`src/rtl/trace_record_ring_buffer_core_defines.svh`:
```
// ----------------------------------------------------------------------------
// Trace record ring buffer assertion macros
// Shared property forms for the trace ring top level.
// ----------------------------------------------------------------------------
`ifndef TRACE_RECORD_RING_BUFFER_CORE_DEFINES_SVH
`define TRACE_RECORD_RING_BUFFER_CORE_DEFINES_SVH

// same-cycle implication
`define TRB_ASSERT_NOW(label, ante, cons, msg) \
  label: assert property (@(posedge clk) disable iff (rst) (ante) |-> (cons)) \
    else $error(msg);

// next-cycle implication
`define TRB_ASSERT_NEXT(label, ante, cons, msg) \
  label: assert property (@(posedge clk) disable iff (rst) (ante) |=> (cons)) \
    else $error(msg);

`endif

```
`src/rtl/trb_pkg.sv`:
```
// ----------------------------------------------------------------------------
// Trace record ring buffer package
// Types and codes shared by the controller, datapath and top level.
// ----------------------------------------------------------------------------
`timescale 1ns / 1ps

package trb_pkg;

  typedef enum logic [1:0] {
    STS_OK        = 2'd0,
    STS_INVALID   = 2'd1,
    STS_EXHAUSTED = 2'd2
  } status_t;

  typedef enum logic {
    REQ_STORE = 1'b0,
    REQ_READ  = 1'b1
  } req_t;

  typedef enum logic [2:0] {
    ST_IDLE,
    ST_SETUP,
    ST_CALC,
    ST_RUN,
    ST_FETCH,
    ST_BLANK
  } state_t;

  typedef struct packed {
    logic [63:0] e_time;
    logic [7:0]  e_cpu;
    logic [31:0] e_cat;
    logic [63:0] e_obj;
    logic [63:0] e_first;
    logic [63:0] e_second;
  } entry_t;

  typedef struct packed {
    logic in_ready;
    logic accept_store;
    logic latch_read;
    logic setup;
    logic calc;
    logic rd_issue;
    logic emit_entry;
    logic emit_blank;
  } dp_cmd_t;

  typedef struct packed {
    logic in_valid;
    logic in_req_type;
    logic out_free;
    logic resume_all1;
    logic run_empty;
    logic last_entry;
  } dp_sts_t;

endpackage

```
`src/rtl/trb_ctrl.sv`:
```
// ----------------------------------------------------------------------------
// Trace record ring buffer controller
// Sequences store requests and read runs through the datapath.
// ----------------------------------------------------------------------------
`timescale 1ns / 1ps

module trb_ctrl
  import trb_pkg::*;
(
  input  logic    clk,
  input  logic    rst,
  input  dp_sts_t sts,
  output dp_cmd_t cmd
);

  state_t state;
  state_t state_next;

  always_ff @(posedge clk) begin
    if (rst) begin
      state <= ST_IDLE;
    end else begin
      state <= state_next;
    end
  end

  always_comb begin
    state_next = state;
    cmd        = '0;
    unique case (state)
      ST_IDLE: begin
        cmd.in_ready = sts.out_free;
        if (sts.in_valid && sts.out_free) begin
          if (sts.in_req_type == REQ_READ) begin
            cmd.latch_read = 1'b1;
            state_next     = ST_SETUP;
          end else begin
            cmd.accept_store = 1'b1;
          end
        end
      end
      ST_SETUP: begin
        if (sts.resume_all1) begin
          state_next = ST_BLANK;
        end else begin
          cmd.setup  = 1'b1;
          state_next = ST_CALC;
        end
      end
      ST_CALC: begin
        cmd.calc   = 1'b1;
        state_next = ST_RUN;
      end
      ST_RUN: begin
        if (sts.run_empty) begin
          state_next = ST_BLANK;
        end else begin
          cmd.rd_issue = 1'b1;
          state_next   = ST_FETCH;
        end
      end
      ST_FETCH: begin
        if (sts.out_free) begin
          cmd.emit_entry = 1'b1;
          state_next     = sts.last_entry ? ST_IDLE : ST_RUN;
        end
      end
      ST_BLANK: begin
        if (sts.out_free) begin
          cmd.emit_blank = 1'b1;
          state_next     = ST_IDLE;
        end
      end
      default: begin
        state_next = ST_IDLE;
      end
    endcase
  end

endmodule

```
`config.mk`:
```
export PLATFORM = sky130hd
export DESIGN_NAME = trb_ctrl
export DESIGN_NICKNAME = d
export VERILOG_FILES = /design/src/rtl/trace_record_ring_buffer_core_defines.svh /design/src/rtl/trb_pkg.sv /design/src/rtl/trb_ctrl.sv
export SDC_FILE = /design/constraint.sdc
export NUM_CORES = 1
export LEC_CHECK = 0
export BUFFER_PORTS_ARGS = -buffer_cell sky130_fd_sc_hd__buf_4
export CAP_MARGIN = 20
export CELL_PAD_IN_SITES_DETAIL_PLACEMENT = 1
export CELL_PAD_IN_SITES_GLOBAL_PLACEMENT = 2
export CORE_AREA = 2 2 39 41
export DETAILED_ROUTE_END_ITERATION = 7
export DIE_AREA = 0 0 41 43
export MAX_ROUTING_LAYER = met4
export PLACE_DENSITY_LB_ADDON = 0.1
export SLEW_MARGIN = 20
export SYNTH_ARGS = -nofsm -noshare
export SYNTH_HDL_FRONTEND = slang
export SYNTH_SLANG_ARGS = --single-unit
```
`constraint.sdc`:
```
create_clock -name clk -period 2.2 [get_ports clk]
set_input_delay 0.11 -clock clk [delete_from_list [all_inputs] [get_ports clk]]
set_output_delay 0.11 -clock clk [all_outputs]
set_load 0.05 [all_outputs]
```
==> results.sh, run 1 <==
export IMPL_grt_ovfl_total=0
export IMPL_status="complete, no violations"
export IMPL_synth_warnings=0
export IMPL_largest_reg_flops=3
export IMPL_syn_area_um2=289
export IMPL_synth_fp_nets=40
export IMPL_first_pass_iters=3
export IMPL_hpwl_um=630
export IMPL_tns_ps=0
export IMPL_io_buffers=15
export IMPL_netlist_top_cells_area="dfxtp_1 21%, a211oi_2 8.7%, nor3b_1 7.8%"
export IMPL_reg2regPathDepth=3
export IMPL_synth_top_cell_area_share_pct=20.8
export IMPL_numCtsBuffers=3
export IMPL_worstSkewPairLatency_ps=230
export IMPL_vias_per_cell=4.80
export IMPL_crit_arrival_ps=1430
export IMPL_ir_worst_vdd_mv=0.140
export IMPL_ctsResizeCount=0
export IMPL_post_route_min_period_ps=1540
export IMPL_fin_util_pct=31.3
export IMPL_fmax_ghz=0.649
export IMPL_antenna_found_initial=0
export IMPL_max_slew_margin_pct=69.4
export IMPL_holdBufCountCts=0
export IMPL_grt_pass1_vias=315
export IMPL_endpoint_kind="output port"
export IMPL_rows=14
export IMPL_fp_dieW_um=41
export IMPL_ys_ff_latch=3
export IMPL_power_leakage_nw=0.208
export IMPL_async_flop_share_pct=0
export IMPL_io_pins=16
export IMPL_slew_viol_final=0
export IMPL_n_fill_cell=176
export IMPL_path_max_fanout=10
export IMPL_min_path_cells=2
export IMPL_synthFlopType="dfxtp_1"
export IMPL_clk_pin_slew_worst_paths_ps=40
export IMPL_worstHoldStart="rst"
export IMPL_path_class="reg2out"
export IMPL_synth_area_per_cell_um2=9.03
export IMPL_num_vias=307
export IMPL_chipHeight_um=43
export IMPL_crit_reg2reg_launch="state[2]"
export IMPL_cts_setup_buffers=0
export IMPL_timing_final_crit_share_pct=70.0
export IMPL_regToRegSetupSlack_ps=850
export IMPL_cts_max_level=1
export IMPL_fin_worst_hold_slack_ps=54.8
export IMPL_hold_end="state[0]"
export IMPL_final_hold_violation_count=0
export IMPL_core_region_area_um2=1380
export IMPL_drtAntennaViolNets=0
export IMPL_p_per_area_nw_per_um2=529
export IMPL_place_area_um2=407
export IMPL_place_gp_congestion=0.740
export IMPL_synth_distinct_cells=22
export IMPL_grt_start_max_net_pins=13
export IMPL_start_kind="flip-flop"
export IMPL_routedWlPerCell_um=12.3
export IMPL_root_buffer="clkbuf_4"
export IMPL_yosysSeqAreaShare_pct=20.8
export IMPL_holdCritPathClass="in2reg"
export IMPL_finish_net_count=57
export IMPL_cts_sinks=3
export IMPL_cts_path_max_buffers=2
export IMPL_initial_utilization_pct=20.9
export IMPL_reg_largest_list="state x3"
export IMPL_power_total_w=0.000229
export IMPL_synth_common_cells="3 x dfxtp_1, 3 x nand2b_1, 3 x nor2_1, 3 x nor3b_1"
export IMPL_drt_iter0_markers=3
export IMPL_rsz0062_at_grt="false"
export IMPL_syn_inst=32
export IMPL_grt_pass1_wl_um=1240
export IMPL_rr_endpoint="state[0]"
export IMPL_setup_violations=0
export IMPL_critPathRequiredTime_ps=2090
export IMPL_worst_slew_pin_slew_ps=458
export IMPL_skew_ps=5.63
export IMPL_synth_edff_count=0
export IMPL_drt_total_wl_um=784
export IMPL_antennaDiodeCount=0
export IMPL_regMostFlops="state"
export IMPL_yosysTopAreaCell="dfxtp_1"
export IMPL_area_growth_synth_to_final_pct=49.8
export IMPL_die_area_um2=1760
export IMPL_cts_tree="yes"
export IMPL_drv_cap=0
export IMPL_drc=0
export IMPL_gr_usage_all_layers_pct=10.5
export IMPL_drive_above_1_share_pct=45.8
export IMPL_fin_area_um2=433
## worst max-delay path: stages (launching register included)
cell,delay (ps)
dfxtp_1,580
nand2b_1,170
nand2b_1,190
inv_1,60
buf_4,190
## worst max path at each step
| stage | start | endpoint | slack, ps | depth (start not counted) |
|---|---|---|---|---|
| 2_1_floorplan | state[1] | cmd[1] | 60 | 2 |
| 3_3_place_gp | state[2] | state[0] | 900 | 3 |
| 3_5_place_dp | state[2] | state[0] | 860 | 3 |
| 4_1_cts | state[0] | cmd[4] | 640 | 4 |
| 5_1_grt | state[0] | cmd[2] | 510 | 3 |
| 6_report | state[0] | cmd[4] | 660 | 4 |
## power by group
group	switching, W	internal, W	total (W)
sequential	0.00000839	0.0000572	0.0000656
combinational	0.0000364	0.0000309	0.0000673
clock	0.0000282	0.0000680	0.0000962
## cells in the final DEF, fill, tap and decap left out
cell / Yosys / final
buf_4: 1 / 15
nor3b_1: 3 / 3
nand2b_1: 3 / 3
nor2_1: 3 / 3
clkbuf_4: 0 / 3
dfxtp_1: 3 / 3
a21o_1: 2 / 2
a211oi_2: 2 / 2
inv_1: 1 / 1
nor4b_4: 0 / 1
nand2_1: 1 / 1
and3_1: 1 / 1
nor4bb_1: 1 / 1
and4b_1: 1 / 1
nor2b_1: 1 / 1
o21bai_1: 1 / 1
a211oi_1: 1 / 1
o22a_1: 1 / 1
mux2i_1: 1 / 1
nor2b_4: 1 / 1
a221o_1: 1 / 1
clkbuf_1: 0 / 1
## stage by stage
| step | worst slack, ps | cells |
|---|---|---|
| floorplan | 62.1 | 32 |
| global placement | 903 | 60 |
| detailed placement | 865 | 60 |
| CTS | 637 | 64 |
| global route | 514 | 64 |
| finish | 660 | 64 |
## cell families (layout without fill, tap and decap cells)
| logic type | count (synthesis) | count (layout) | share of synthesized area, % |
|---|---|---|---|
| AND/OR/NAND/NOR | 16 | 16 | 40.7 |
| flip-flops | 3 | 3 | 20.8 |
| buffers and inverters | 4 | 20 | 9.52 |
| multiplexers | 1 | 1 | 3.46 |
| AO/OA/AOI/OAI | 8 | 8 | 25.5 |
## cell type report
type | count | area (um^2) | share of cell area [%]
clock buffers | 4 | 26.3 | 6.07
inverters | 1 | 3.75 | 0.867
multi-input cells | 25 | 210 | 48.6
flip-flops and latches | 3 | 60.1 | 13.9
well taps | 16 | 20.0 | 4.62
repair buffers | 15 | 113 | 26.0
## metal layers
| layer | vias to the layer above | global-route usage, % | routed length (um) | part of all wire [%] |
|---|---|---|---|---|
| met4 | 0 | 9.33 | 0 | 0 |
| met1 | 150 | 11.9 | 318 | 41 |
| met5 | - | - | 0 | 0 |
| met3 | 0 | 2.09 | 36 | 4.6 |
| met2 | 8 | 14.7 | 429 | 55 |
| li1 | 149 | - | - | - |
No activity file was read; power rests on OpenSTA's default activity.
==> inputs of run 2 (changes only) <==
--- a/config.mk
+++ b/config.mk
@@ -5,13 +5,15 @@
 export SDC_FILE = /design/constraint.sdc
 export NUM_CORES = 1
 export LEC_CHECK = 0
+export ABC_AREA = 1
 export BUFFER_PORTS_ARGS = -buffer_cell sky130_fd_sc_hd__buf_4
 export CAP_MARGIN = 20
 export CELL_PAD_IN_SITES_DETAIL_PLACEMENT = 1
 export CELL_PAD_IN_SITES_GLOBAL_PLACEMENT = 2
-export CORE_AREA = 2 2 39 41
+export CORE_ASPECT_RATIO = 0.8
+export CORE_MARGIN = 2
+export CORE_UTILIZATION = 15
 export DETAILED_ROUTE_END_ITERATION = 7
-export DIE_AREA = 0 0 41 43
 export MAX_ROUTING_LAYER = met4
 export PLACE_DENSITY_LB_ADDON = 0.1
 export SLEW_MARGIN = 20
==> constraint.sdc (replaced) <==
create_clock -name clk -period 1.4 [get_ports clk]
set_input_delay 0.07 -clock clk [delete_from_list [all_inputs] [get_ports clk]]
set_output_delay 0.07 -clock clk [all_outputs]
set_load 0.05 [all_outputs]
==> results.sh, run 2 <==
export IMPL_grt_ovfl_total=0
export IMPL_reg_largest_list="state x3"
export IMPL_synth_fp_nets=47
export IMPL_async_flop_share_pct=0
export IMPL_area_growth_synth_to_final_pct=73.6
export IMPL_max_slew_margin_pct=80.7
export IMPL_slew_viol_final=0
export IMPL_synth_warnings=0
export IMPL_root_buffer="clkbuf_4"
export IMPL_netlist_top_cells_area="dfxtp_1 24%, nor2_1 11%, nor3_1 10%"
export IMPL_drv_cap=0
export IMPL_holdCritPathClass="in2reg"
export IMPL_worst_slew_pin_slew_ps=287
export IMPL_grt_start_max_net_pins=9
export IMPL_rows=13
export IMPL_synthAdderAreaFrac_pct=0
export IMPL_largest_reg_flops=3
export IMPL_n_fill_cell=204
export IMPL_synth_area_per_cell_um2=6.32
export IMPL_critPathRequiredTime_ps=1330
export IMPL_start_kind="flip-flop"
export IMPL_synth_distinct_cells=15
export IMPL_drc=0
export IMPL_synth_edff_count=0
export IMPL_die_area_um2=1990
export IMPL_power_total_w=0.000396
export IMPL_gr_usage_all_layers_pct=10.8
export IMPL_cts_sinks=3
export IMPL_synth_most_common_cell="nor2_1"
export IMPL_io_pins=16
export IMPL_regToRegSetupSlack_ps=260
export IMPL_synth_xor_area_share_pct=0
export IMPL_place_gp_congestion=0.745
export IMPL_chipHeight_um=40.3
export IMPL_antenna_found_initial=0
export IMPL_vias_per_cell=4.37
export IMPL_ir_worst_vdd_mv=0.225
export IMPL_synth_top_family_by_area="simple AND/OR/NAND/NOR gates"
export IMPL_fmax_ghz=0.798
export IMPL_routedWlPerCell_um=11.5
export IMPL_post_route_min_period_ps=1250
export IMPL_layout_commonest_cell="buf_4"
export IMPL_ff_latch_area_um2=62.6
export IMPL_fin_area_um2=428
export IMPL_hpwl_um=747
export IMPL_rr_endpoint="state[1]"
export IMPL_final_hold_violation_count=0
export IMPL_cts_max_level=1
export IMPL_drive_above_1_share_pct=54.4
export IMPL_synthSimpleGateAreaFrac_pct=57.9
export IMPL_crit_reg2reg_launch="state[1]"
export IMPL_clk_pin_slew_worst_paths_ps=40
export IMPL_skew_ps=2.38
export IMPL_first_pass_iters=2
export IMPL_synth_common_cells="7 x nor2_1, 5 x nand2_1, 5 x nor3_1, 4 x nand3_1"
export IMPL_place_area_um2=399
export IMPL_synthMuxAreaShare_pct=0
export IMPL_reg2regPathDepth=5
export IMPL_tns_ps=0
export IMPL_power_leakage_nw=0.185
export IMPL_status="complete, no violations"
export IMPL_dp_cells=75
export IMPL_synth_top_cell_area_share_pct=24.4
export IMPL_drt_total_wl_um=910
export IMPL_stdcell_count=79
export IMPL_grt_pass1_vias=339
export IMPL_crit_arrival_ps=1180
export IMPL_cts_tree="yes"
export IMPL_finish_net_count=66
export IMPL_antennaDiodeCount=0
export IMPL_p_per_area_nw_per_um2=926
export IMPL_worstSkewPairLatency_ps=240
export IMPL_yosysTopAreaCell="dfxtp_1"
export IMPL_regMostFlops="state"
export IMPL_cts_setup_buffers=0
export IMPL_initial_utilization_pct=15.6
export IMPL_min_path_cells=2
export IMPL_core_region_area_um2=1580
export IMPL_path_class="reg2out"
export IMPL_yosysSeqAreaShare_pct=24.4
export IMPL_rsz0062_at_grt="false"
export IMPL_synthFlopType="dfxtp_1"
export IMPL_ys_ff_latch=3
export IMPL_endpoint_kind="output port"
export IMPL_drt_iter0_markers=1
export IMPL_cts_path_max_buffers=2
export IMPL_worstHoldStart="rst"
export IMPL_mostFrequentLayoutCells="15 x buf_4, 7 x nor2_1, 5 x nor3_2, 5 x nand2_1, 4 x nand3_1"
export IMPL_syn_area_um2=246
export IMPL_numCtsBuffers=3
export IMPL_hold_end="state[0]"
export IMPL_fp_dieW_um=49.3
export IMPL_path_max_fanout=5
export IMPL_num_vias=345
export IMPL_drtAntennaViolNets=0
export IMPL_multiInputGateArea_um2=188
export IMPL_syn_inst=39
export IMPL_timing_final_crit_share_pct=89.5
export IMPL_io_buffers=15
export IMPL_synth_compound_area_share_pct=10.2
export IMPL_grt_pass1_wl_um=1460
export IMPL_setup_violations=0
==> run 2: logic make-up after synthesis <==
group | after synthesis
simple gates | 28
buf+inv | 4
compound gates | 4
flops | 3
==> run 2: metal layers <==
metal	track usage, %	wire [um]	vias up
li1	-	-	170
met1	8.73	354	165
met2	20.6	482	8
met3	5.97	66	2
met4	6.43	6	0
met5	-	0	-
==> run 2: layout make-up <==
class | instances | share of cell area [%]
Clock buffer | 4 | 6.14
Inverter | 3 | 2.63
Multi-Input combinational cell | 32 | 43.9
Sequential cell | 3 | 14.6
Tap cell | 22 | 6.43
Timing Repair Buffer | 15 | 26.3
==> run 2: per-stage QoR <==
stage	hold slack, ps	worst slack (ps)	util, %
2_1_floorplan	139	-81.1	-
3_3_place_gp	266	231	25.3
3_5_place_dp	263	220	25.3
4_1_cts	7.50	40.5	27.0
5_1_grt	7.92	47.3	27.1
6_report	9.05	147	27.1
==> run 2: what timing repair did <==
item                       4_1_cts  5_1_grt
hold buffers                     0        0
setup endpoints to repair        0        4
resized for setup                0        2
==> run 2: critical path, cell delays in order, from the launching register on <==
cell	delay (ps)
dfxtp_1	360
inv_2	120
nand2_1	100
nor3_2	150
buf_4	230
==> run 2: worst max path at each step <==
stage	start	to	cells after the start
5_1_grt	state[0]	cmd[7]	4
6_report	state[1]	cmd[4]	4
4_1_cts	state[0]	cmd[4]	3
3_3_place_gp	state[2]	state[1]	6
3_5_place_dp	state[0]	state[1]	5
2_1_floorplan	state[0]	state[1]	4
==> run 2: power by group <==
group / switching, W / total (W) / internal [W]
clock: 0.0000499 / 0.000157 / 0.000107
combinational: 0.0000875 / 0.000135 / 0.0000477
sequential: 0.0000121 / 0.000104 / 0.0000921
total: 0.000149 / 0.000396 / 0.000247
